[config.mk]
export PLATFORM = sky130hd
export DESIGN_NAME = sdtw_ctrl
export DESIGN_NICKNAME = d
export VERILOG_FILES = /design/src/hdl/sdtw_pkg.sv /design/src/hdl/sdtw_ctrl.sv
export SDC_FILE = /design/constraint.sdc
export NUM_CORES = 1
export LEC_CHECK = 0
export ABC_CLOCK_PERIOD_IN_PS = 3100
export BUFFER_PORTS_ARGS = -buffer_cell sky130_fd_sc_hd__buf_2
export CAP_MARGIN = 20
export CORE_AREA = 8 8 45 47
export CTS_CLUSTER_SIZE = 12
export DETAILED_ROUTE_END_ITERATION = 16
export DIE_AREA = 0 0 53 55
export PLACE_DENSITY = 0.49
export SETUP_SLACK_MARGIN = 0.1
export SLEW_MARGIN = 30
export SYNTH_ARGS = -nofsm -noshare
export SYNTH_HDL_FRONTEND = slang
export SYNTH_SLANG_ARGS = --single-unit
[constraint.sdc]
create_clock -name clk -period 3.1 [get_ports clk]
set_input_delay 0.31 -clock clk [delete_from_list [all_inputs] [get_ports clk]]
set_output_delay 0.31 -clock clk [all_outputs]
set_load 0.01 [all_outputs]
[src/hdl/sdtw_pkg.sv]
// package for the subsequence dtw search block
// shared types, widths, states and helpers; no dependencies
package sdtw_pkg;

    localparam int QUERY_LENGTH = 256;
    localparam int SAMPLE_BITS = 16;
    localparam int COST_BITS = 32;
    localparam int QIDX_BITS = (QUERY_LENGTH > 1) ? $clog2(QUERY_LENGTH) : 1;
    localparam int POS_BITS = 16;
    localparam logic [COST_BITS-1:0] COST_INF = '1;

    localparam logic CMD_LOAD = 1'b0;
    localparam logic CMD_REF = 1'b1;

    typedef struct packed {
        logic        command;
        logic [7:0]  query_index;
        logic signed [15:0] sample;
        logic        first_of_reference;
        logic        last_of_reference;
    } sdtw_in_t;

    typedef struct packed {
        logic [31:0] best_distance;
        logic [15:0] best_position;
    } sdtw_out_t;

    typedef enum logic [2:0] {
        ST_IDLE,
        ST_CLEAR,
        ST_READ,
        ST_CELL,
        ST_FINISH
    } sdtw_state_t;

    // controller to datapath
    typedef struct packed {
        logic load_query;
        logic capture;
        logic clear_row;
        logic read_row;
        logic update_row;
        logic finish;
        logic restart_best;
        logic emit;
    } sdtw_cmd_t;

    // datapath to controller
    typedef struct packed {
        logic last_row;
        logic last_update;
        logic is_ref;
        logic first;
        logic last;
        logic out_full;
    } sdtw_stat_t;

endpackage

[src/hdl/sdtw_ctrl.sv]
// sequencer for the subsequence dtw search
// depends on sdtw_pkg
module sdtw_ctrl (
    input  logic                 clk,
    input  logic                 rst_n,
    input  logic                 in_valid,
    output logic                 in_ready,
    input  sdtw_pkg::sdtw_stat_t stat,
    output sdtw_pkg::sdtw_cmd_t  cmd
);
    import sdtw_pkg::*;

    sdtw_state_t state_reg, state_next;

    always_ff @(posedge clk or negedge rst_n)
    begin
        if (!rst_n)
            state_reg <= ST_CLEAR;
        else
            state_reg <= state_next;
    end

    always_comb
    begin
        state_next = state_reg;
        cmd = '0;
        in_ready = 1'b0;
        case (state_reg)
            ST_IDLE:
            begin
                in_ready = !stat.out_full;
                if (in_valid && !stat.out_full)
                begin
                    cmd.capture = 1'b1;
                    cmd.load_query = 1'b1;
                    state_next = ST_READ;
                end
            end
            ST_CLEAR:
            begin
                cmd.clear_row = 1'b1;
                if (stat.last_row)
                    state_next = ST_IDLE;
            end
            ST_READ:
            begin
                if (!stat.is_ref)
                    state_next = ST_IDLE;
                else
                begin
                    cmd.read_row = 1'b1;
                    cmd.restart_best = stat.first;
                    state_next = ST_CELL;
                end
            end
            ST_CELL:
            begin
                cmd.update_row = 1'b1;
                if (stat.last_update)
                    state_next = ST_FINISH;
                else
                    cmd.read_row = 1'b1;
            end
            ST_FINISH:
            begin
                cmd.finish = 1'b1;
                cmd.emit = stat.last;
                state_next = ST_IDLE;
            end
            default: state_next = ST_IDLE;
        endcase
    end

endmodule

==> results.json, run 1 <==
{
  "measured_slew_at_the_worst_slew_check_pin_ps": 274,
  "finalSetupViolCount": 0,
  "root_buffer": "clkbuf_4",
  "power_density_nw_per_um2": 822,
  "area_enclosed_by_the_die_boundary_um2": 2920,
  "max-clock-path-buffers": 2,
  "regToRegStartpoint": "state_reg[1]",
  "min_path_type": "input port to flip-flop",
  "sequential_share_of_the_synthesized_area_pct": 32.1,
  "routed_wire_length_per_instance_um": 12.2,
  "upper_clock_frequency_limit_mhz": 607,
  "pwr-share-seq_pct": 34.0,
  "total_number_of_h_tree_levels": 1,
  "post-route-drc-count": 0,
  "ys_warn_count": 0,
  "slowest_delay_ps": 470,
  "overflow": 0,
  "place_congestion": 0.676,
  "final_nets": 54,
  "vias_per_cell": 4.25,
  "routed_wl_um": 733,
  "core.rowCount": 14,
  "dpl_cell_area_um2": 317,
  "post_route_cells_drive_above_1_share_pct": 54.5,
  "cts_resized": 0,
  "final_cell_area_um2": 353,
  "cp.arrival_ps": 1340,
  "tritoncts_num_sinks": 3,
  "ys_seq_elements": 3,
  "final_core_util_pct": 25.5,
  "cellLeakagePower_nw": 0.177,
  "rsz0062_at_grt": "false",
  "report.final.hold_viol_count": 0,
  "synth.cell_area_um2": 238,
  "r2r_end": "state_reg[1]",
  "combPwrFrac_pct": 41.5,
  "worst_slew_margin_rel_pct": 81.6,
  "syn_to_final_growth_pct": 48.4,
  "critPathTopFamily": "flip-flops",
  "drv_cap": 0,
  "hold_ws_ps": 325,
  "netlist_instances": 25,
  "timing.critical_path.from": "state_reg[1]",
  "detailedRoute.firstIterationViolations": 3,
  "p_int_mw": 0.173,
  "synth_nets": 34,
  "power.switching_mw": 0.117,
  "grt_pass1_vias": 260,
  "detailroute.via_count": 255,
  "cts_tree": "yes",
  "cp_max_fo": 10,
  "clock_power_share_pct": 24.5,
  "totalNegativeSetupSlack_ps": 0,
  "worstPathCellList": "or2b_1 > a211oi_1 > buf_2",
  "timing.reg2reg.worst_path_depth": 2,
  "clk_latency_ps": 240,
  "worstSetupEndpoint": "cmd[4]",
  "timing.critical_path.from_type": "flip-flop",
  "cp.buffers_inverters": 1,
  "num_antenna_cells": 0,
  "critical_path_sink_type": "output pin",
  "pin_count_of_the_biggest_net_entering_global_routing": 12,
  "number_of_placed_i_o_pins": 18,
  "synthesis.area_per_instance_um2": 9.51,
  "post_synth_num_cell_types": 19,
  "power_switching_share_pct": 40.3,
  "finClkSkew_ps": 5.29,
  "grt_util_all_layers_pct": 5.97,
  "number_of_antenna_violations_at_the_first_check_in_global_routing": 0,
  "die_width_um": 53,
  "number_of_detailed_routing_iterations_run_before_antenna_repair": 4,
  "worst_ep_required_time_ps": 2790,
  "ant_nets": 0,
  "final_period_minus_worst_setup_slack_ps": 1650,
  "critical_path_cell_count": 3,
  "worst-setup-path-type": "flip-flop to output pin",
  "vdd_drop_max_v": 0.000194,
  "layout_worst_path_cycle_share_pct": 53.1,
  "grt_pass1_wl_um": 1140,
  "initial_core_utilization_pct": 17.2,
  "reg2reg_slack_ps": 1880,
  "timing.final.max_slew_violations": 0,
  "worst_setup_hold_path_clk_slew_ps": 40,
  "flip_flop_count_of_the_largest_register_after_layout": 3,
  "status": "complete, no violations",
  "port-buffer-count": 17,
  "design.core.area_um2": 1380,
  "crit_path_top_delay_cell": "dfrtp_1",
  "tritoncts.num_buffers": 3,
  "floorplan.die.height_um": 55
}
-- power groups by stage --
stage | combinational (mW) | sequential (mW) | clock, mW
2_1_floorplan | 0.125 | 0.0674 | 0
3_3_place_gp | 0.121 | 0.0964 | 0
3_5_place_dp | 0.121 | 0.0976 | 0
4_1_cts | 0.123 | 0.0977 | 0.0751
5_1_grt | 0.137 | 0.105 | 0.0784
6_report | 0.120 | 0.0984 | 0.0710
-- per-layer routing --
metal / routed length, um / GRT usage [%] / vias to the layer above
met5: 0 / 0 / -
met4: 21 / 11.2 / 0
met2: 424 / 7.62 / 7
met1: 262 / 5.20 / 118
met3: 24 / 2.67 / 2
li1: - / - / 128
-- what timing repair did --
item	4_1_cts	5_1_grt
setup buffers	0	0
hold buffers	1	0
setup endpoints to repair	0	0
hold endpoints to repair	2	0
-- worst reg2reg max path, delay by kind of cell (launching register included) --
kind | cells | cell delay (ps)
AND/OR/NAND/NOR | 1 | 440
flip-flops | 1 | 460
AO/OA/AOI/OAI | 1 | 240
-- stage by stage --
step	setup WS, ps	std cells	total power [mW]
floorplan	1550	25	0.192
global placement	1710	55	0.217
detailed placement	1680	55	0.219
CTS	1430	60	0.295
global route	1310	60	0.321
finish	1450	60	0.290
-- cell usage after synthesis, drive strengths merged --
master | instances | share of area (%)
buf | 3 | 11
and2 | 2 | 5.3
dfrtp | 2 | 21
nor3b | 2 | 6.3
nor4 | 2 | 5.3
or2b | 2 | 6.3
a211oi | 1 | 3.2
a21oi | 1 | 2.1
a221oi | 1 | 6.3
a311oi | 1 | 3.7
and3b | 1 | 4.2
dfstp | 1 | 11
nand2 | 1 | 1.6
nand2b | 1 | 2.6
nor2 | 1 | 1.6
nor3 | 1 | 2.1
or2 | 1 | 2.6
or3b | 1 | 3.7
-- how the worst min path moves through the flow --
stage,depth (start not counted),from,endpoint,slack [ps]
after global routing,2,stat[4],state_reg[2],330
after detailed placement,1,rst_n,state_reg[1],110
final,2,stat[4],state_reg[2],330
after global placement,1,rst_n,state_reg[2],110
after CTS,2,stat[4],state_reg[2],320
after floorplan,0,rst_n,state_reg[1],10
-- cell usage in the layout, fill, tap and decap left out, drive strengths merged, types with 2 or more instances in the layout --
master,count
buf,17
clkbuf,4
or2b,2
nor3b,2
and2,2
nor4,2
dfrtp,2
-- cells by family after synthesis --
kind of cell | after synthesis | share of synthesized area (%)
compound gates | 4 | 15.3
flops | 3 | 32.1
simple gates | 15 | 41.6
buf+inv | 3 | 11.1
-- area by class of cell --
| cell class | instances | area, um^2 |
|---|---|---|
| multi-input cells | 19 | 135 |
| flip-flops and latches | 3 | 76.3 |
| clock buffers | 4 | 26.3 |
| repair buffers | 18 | 95.1 |
| well taps | 16 | 20.0 |
| fillers | 151 | 1030 |
No activity file was read; power rests on OpenSTA's default activity.
==> run 2, diff against run 1 <==
Settings changed: ABC_AREA from default to 1, ABC_CLOCK_PERIOD_IN_PS 3100 to 1500, PLACE_DENSITY 0.49 to 0.51.
Clock period 3.1 ns to 1.5 ns, I/O delays scaled along.
==> run 2 against run 1 <==
Effect of this change: sequential cell count unchanged; combinational power rose to 4.0 times the previous value; via count increased by 29%; routed wire length is 16% higher; largest cell class is now non-clock buffers; cell count increased by 43%; largest power group unchanged; global-route usage is 0.29 points lower; first-iteration DRC count grew 67%.
==> results.json, run 2 <==
{
  "status": "complete, no violations",
  "finalSetupViolCount": 0,
  "most_used_cells_in_the_layout_excluding_fill_and_tap_cells": "buf_2 (17), buf_4 (8), nand2_1 (7), nor2_1 (6)",
  "synth-edff-count": 0,
  "post_route_cells_drive_above_1_share_pct": 64.3,
  "area_enclosed_by_the_die_boundary_um2": 2920,
  "netlist_instances": 41,
  "ys_seq_elements": 3,
  "root_buffer": "clkbuf_4",
  "post_synth_num_cell_types": 13,
  "place_congestion": 0.718,
  "timing.reg2reg.worst_path_depth": 6,
  "synth.area.top_cells": "dfrtp_1 (21%), inv_1 (16%), nor2_1 (16%), nand2_1 (14%), dfstp_2 (11%)",
  "post-route-drc-count": 0,
  "rsz0062_at_grt": "true",
  "netlist.area_leader.share_pct": 20.7,
  "num_antenna_cells": 0,
  "vdd_drop_max_v": 0.000578,
  "number_of_antenna_violations_at_the_first_check_in_global_routing": 0,
  "port-buffer-count": 17,
  "synthesis.area_per_instance_um2": 5.89,
  "critPathMostFrequentCell": "inv_2",
  "pin_count_of_the_biggest_net_entering_global_routing": 6,
  "cp.arrival_ps": 1210,
  "number_of_detailed_routing_iterations_run_before_antenna_repair": 3,
  "final_period_minus_worst_setup_slack_ps": 1360,
  "measured_slew_at_the_worst_slew_check_pin_ps": 211,
  "vias_per_cell": 3.81,
  "final_common_cell": "buf_2",
  "worstPathCellList": "inv_2 > nand2_2 > nor2_4 > inv_2 > nor2_2 > buf_2",
  "r2r_end": "state_reg[1]",
  "overflow": 0,
  "totalNegativeSetupSlack_ps": 0,
  "die_width_um": 53,
  "routed_wire_length_per_instance_um": 9.86,
  "grt_pass1_wl_um": 1180,
  "min_path_type": "input port to async pin",
  "async_flop_share_pct": 100,
  "synth.cell_area_um2": 241,
  "power_density_nw_per_um2": 1700,
  "worst_setup_hold_path_clk_slew_ps": 40,
  "floorplan.die.height_um": 55,
  "report.final.hold_viol_count": 0,
  "ys_top_cells_by_count": "inv_1 (10), nor2_1 (10), nand2_1 (9)",
  "total_number_of_h_tree_levels": 1,
  "grt_pass1_vias": 321,
  "max-clock-path-buffers": 2,
  "critical_path_sink_type": "output pin",
  "cp_max_fo": 4,
  "worst_ep_required_time_ps": 1350,
  "regToRegStartpoint": "state_reg[0]",
  "cts_tree": "yes",
  "placedCellCount": 73,
  "tritoncts.num_buffers": 3,
  "worst_slew_margin_rel_pct": 85.8,
  "routed_wl_um": 848,
  "hpwl_dp_um": 604,
  "clk_latency_ps": 230,
  "initial_core_utilization_pct": 17.5,
  "cellLeakagePower_nw": 0.286,
  "layout.filler_cells": 163,
  "finClkSkew_ps": 1.13,
  "timing.final.max_slew_violations": 0,
  "crit_path_top_delay_cell": "dfstp_2",
  "drv_cap": 0,
  "flip_flop_count_of_the_largest_register_after_layout": 3,
  "tritoncts_num_sinks": 3,
  "sequential_share_of_the_synthesized_area_pct": 31.6,
  "slowest_delay_ps": 540,
  "final_nets": 80,
  "layout_worst_path_cycle_share_pct": 90.7,
  "ant_nets": 0,
  "reg2reg_slack_ps": 290,
  "worst-setup-path-type": "flip-flop to output pin",
  "postSynth.topFlopCell": "dfrtp_1",
  "design.core.area_um2": 1380,
  "post-synth-top-area-cell": "dfrtp_1",
  "hold_ws_ps": 246,
  "ys_warn_count": 0,
  "detailedRoute.firstIterationViolations": 5,
  "timing.critical_path.from_type": "flip-flop",
  "number_of_placed_i_o_pins": 18,
  "upper_clock_frequency_limit_mhz": 735,
  "syn_to_final_growth_pct": 91.7,
  "final_cells": 86,
  "grt_util_all_layers_pct": 5.68,
  "detailroute.via_count": 328,
  "core.rowCount": 14,
  "synth_nets": 50
}
[run 2: cell count changes in the layout (fill, tap and decap cells not counted), sizes merged, moves of 3 or more]
cell / before / now
nand3: 0 / 3
inv: 0 / 10
nor2: 1 / 11
buf: 17 / 25
nand2: 1 / 10
[run 2: through the flow]
step	utilization (%)	cell area [um^2]	worst slack (ps)	total power [mW]
after floorplan	-	241	299	0.363
after global placement	24.5	339	317	0.462
after detailed placement	24.5	339	327	0.464
after CTS	30.9	428	94.3	0.694
after global routing	33.5	463	56.5	0.875
final	33.5	463	140	0.787
[run 2: kinds of logic (layout without fill, tap and decap cells)]
group	count (synthesis)	after routing	share of synthesized area (%)
buf+inv	11	40	18.7
simple gates	26	26	47.7
compound gates	1	1	2.07
flops	3	3	31.6
[run 2: worst max path at each step]
stage                     slack (ps)          from       end
after floorplan                  300  state_reg[1]    cmd[7]
final                            140  state_reg[0]    cmd[7]
after CTS                         90  state_reg[0]    cmd[4]
after global placement           320  state_reg[0]    cmd[4]
after global routing              60  state_reg[1]  in_ready
after detailed placement         330  state_reg[0]    cmd[4]
[run 2: layer usage]
metal | routed length [um] | part of all wire (%) | global-route usage [%]
met3 | 68 | 8.0 | 3.74
met5 | 0 | 0 | 0
met4 | 0 | 0 | 3.88
met1 | 349 | 41 | 6.23
met2 | 429 | 51 | 7.81
[run 2: final cells by class]
type                    count  area, um^2  area share (%)
clock buffers               4        26.3            5.68
inverters                  10        37.5            8.11
multi-input cells          27         145            31.4
flip-flops and latches      3        78.8            17.0
well taps                  16        20.0            4.32
repair buffers             26         155            33.5
[run 2: critical path, delay by kind of cell, from the launching register on]
family,cells,cell delay (ps)
buf+inv,3,250
flops,1,540
simple gates,3,190
[run 2: power by group]
group          internal [mW]  switching, mW
Clock                 0.0996         0.0410
Sequential             0.122         0.0410
Combinational          0.228          0.255
[run 2: timing repair]
action / 4_1_cts / 5_1_grt
gates resized for setup: 0 / 15
setup endpoints to repair: 4 / 6
buffers inserted: 7 / 1
hold endpoints to repair: 3 / 0
pin swaps: 2 / 7
hold buffers: 1 / 0
==> run 3, diff against run 2 <==
Settings changed: RECOVER_POWER from default to 25, SLEW_MARGIN 30 to 10.
==> run 3 against run 2 <==
Effect of this change: register-to-register slack hardly changed; core utilization is 0.090 points lower; sequential cell count stayed put; setup slack stayed put; count of clock-buffer cells in the layout stayed put; largest cell class unchanged.
==> results.json, run 3 (synthesis gave the netlist of run 2 again) <==
{
  "finalSetupViolCount": 0,
  "worstPathCellList": "inv_2 > nand2_2 > nor2_4 > inv_2 > nor2_2 > buf_2",
  "final_period_minus_worst_setup_slack_ps": 1360,
  "design.core.area_um2": 1380,
  "die_width_um": 53,
  "tritoncts.num_buffers": 3,
  "critical_path_cell_count": 6,
  "multi_input_area_um2": 145,
  "place_congestion": 0.718,
  "ff_latch_area_um2": 78.8,
  "drv_cap": 0,
  "cellLeakagePower_nw": 0.283,
  "dp_worst_setup_slack_ps": 327,
  "rsz0062_at_grt": "true",
  "most_used_cells_in_the_layout_excluding_fill_and_tap_cells": "buf_2 (16), buf_4 (8), nand2_1 (7), nor2_1 (6)",
  "clk_latency_ps": 230,
  "final_nets": 80,
  "final_worst_path_setup_slack_ps": 140,
  "measured_slew_at_the_worst_slew_check_pin_ps": 210,
  "layout_worst_path_cycle_share_pct": 90.7,
  "critPathMostFrequentCell": "inv_2",
  "overflow": 0,
  "cp_max_fo": 4,
  "tritoncts_num_sinks": 3,
  "number_of_detailed_routing_iterations_run_before_antenna_repair": 3,
  "layout.filler_cells": 164,
  "area_enclosed_by_the_die_boundary_um2": 2920,
  "final_common_cell": "buf_2",
  "detailroute.via_count": 329,
  "port-buffer-count": 17,
  "critPathTopFamily": "flip-flops",
  "grt_util_all_layers_pct": 5.68,
  "critical_path_sink_type": "output pin",
  "floorplan.die.height_um": 55,
  "grt_pass1_wl_um": 1180,
  "hpwl_dp_um": 604,
  "upper_clock_frequency_limit_mhz": 735,
  "pin_count_of_the_biggest_net_entering_global_routing": 6,
  "grt_pass1_vias": 321,
  "timing.reg2reg.worst_path_depth": 6,
  "status": "complete, no violations",
  "final_cells": 86,
  "initial_core_utilization_pct": 17.5,
  "flip_flop_count_of_the_largest_register_after_layout": 3,
  "post_route_cells_drive_above_1_share_pct": 62.9,
  "min_path_type": "input port to flip-flop",
  "timing.hold.worst_path_depth": 5,
  "routed_wire_length_per_instance_um": 9.86,
  "vias_per_cell": 3.83,
  "max-clock-path-buffers": 2,
  "cts_tree": "yes",
  "core.rowCount": 14,
  "crit_path_top_delay_cell": "dfstp_2",
  "cp.arrival_ps": 1210,
  "root_buffer": "clkbuf_4",
  "cp.buffers_inverters": 3,
  "post-route-drc-count": 0,
  "syn_to_final_growth_pct": 91.2,
  "placedCellCount": 73,
  "number_of_placed_i_o_pins": 18,
  "num_antenna_cells": 0,
  "vdd_drop_max_v": 0.000578,
  "ant_nets": 0,
  "timing.final.max_slew_violations": 0,
  "final_core_util_pct": 33.4,
  "finClkSkew_ps": 1.45,
  "worst_slew_margin_rel_pct": 85.8,
  "report.final.hold_viol_count": 0,
  "worst-setup-path-type": "flip-flop to output pin",
  "total_number_of_h_tree_levels": 1,
  "power_density_nw_per_um2": 1700,
  "total_power_mw": 0.786,
  "detailedRoute.firstIterationViolations": 5,
  "worst_setup_hold_path_clk_slew_ps": 40,
  "worst_ep_required_time_ps": 1350,
  "routed_wl_um": 848,
  "totalNegativeSetupSlack_ps": 0,
  "slowest_delay_ps": 540,
  "number_of_antenna_violations_at_the_first_check_in_global_routing": 0,
  "timing.critical_path.from_type": "flip-flop"
}
run 3: cell types whose count changed in the layout (fill, tap and decap cells not counted):
cell / delta
clkbuf_1: +1
buf_2: -1
run 3: timing repair:
action                                 in CTS  in global routing
setup endpoints to repair                   4                  6
setup buffers                               7                  1
pin swaps                                   2                  7
cloned                                      0                  0
resized for setup                           0                 15
endpoints found under the hold margin       3                  0
hold buffers                                1                  0
run 3: area by class of cell:
type                       count  share of cell area, %
inverter                      10                   8.13
clock buffer                   4                   5.69
timing repair buffer          26                   33.3
sequential                     3                   17.1
tap                           16                   4.34
multi-input combinational     27                   31.4
run 3: power breakdown:
part / switching (mW) / internal, mW
Sequential: 0.0412 / 0.122
Clock: 0.0407 / 0.0996
Combinational: 0.255 / 0.227
run 3: tightest hold or removal path, cell delays in order:
cell and delay (ps):
buf_2 100, nand2_1 70, nor2_2 50, inv_2 50
nand2_1 50
run 3: final timing paths:
path                                   start      endpoint  slack (ps)
worst min register to register  state_reg[0]  state_reg[2]         610
max in group asynchronous              rst_n  state_reg[0]        1010
worst max register to register  state_reg[0]  state_reg[1]         290
worst max-delay path            state_reg[0]        cmd[7]         140
worst min-delay path                 stat[3]  state_reg[0]         250
min in group asynchronous              rst_n  state_reg[1]         260
run 3: layer usage:
layer | part of all wire [%] | global-route usage (%) | up-vias
met2 | 51 | 7.81 | 10
met3 | 8.0 | 3.74 | 0
met1 | 41 | 6.23 | 141
met5 | 0 | 0 | -
li1 | - | - | 178
met4 | 0 | 3.88 | 0
run 3: metrics by stage:
stage          area (um^2)  hold WS, ps
6_report               462          246
5_1_grt                462          254
4_1_cts                428          244
3_5_place_dp           339        -50.0
3_3_place_gp           339        -51.6
2_1_floorplan          241         -146
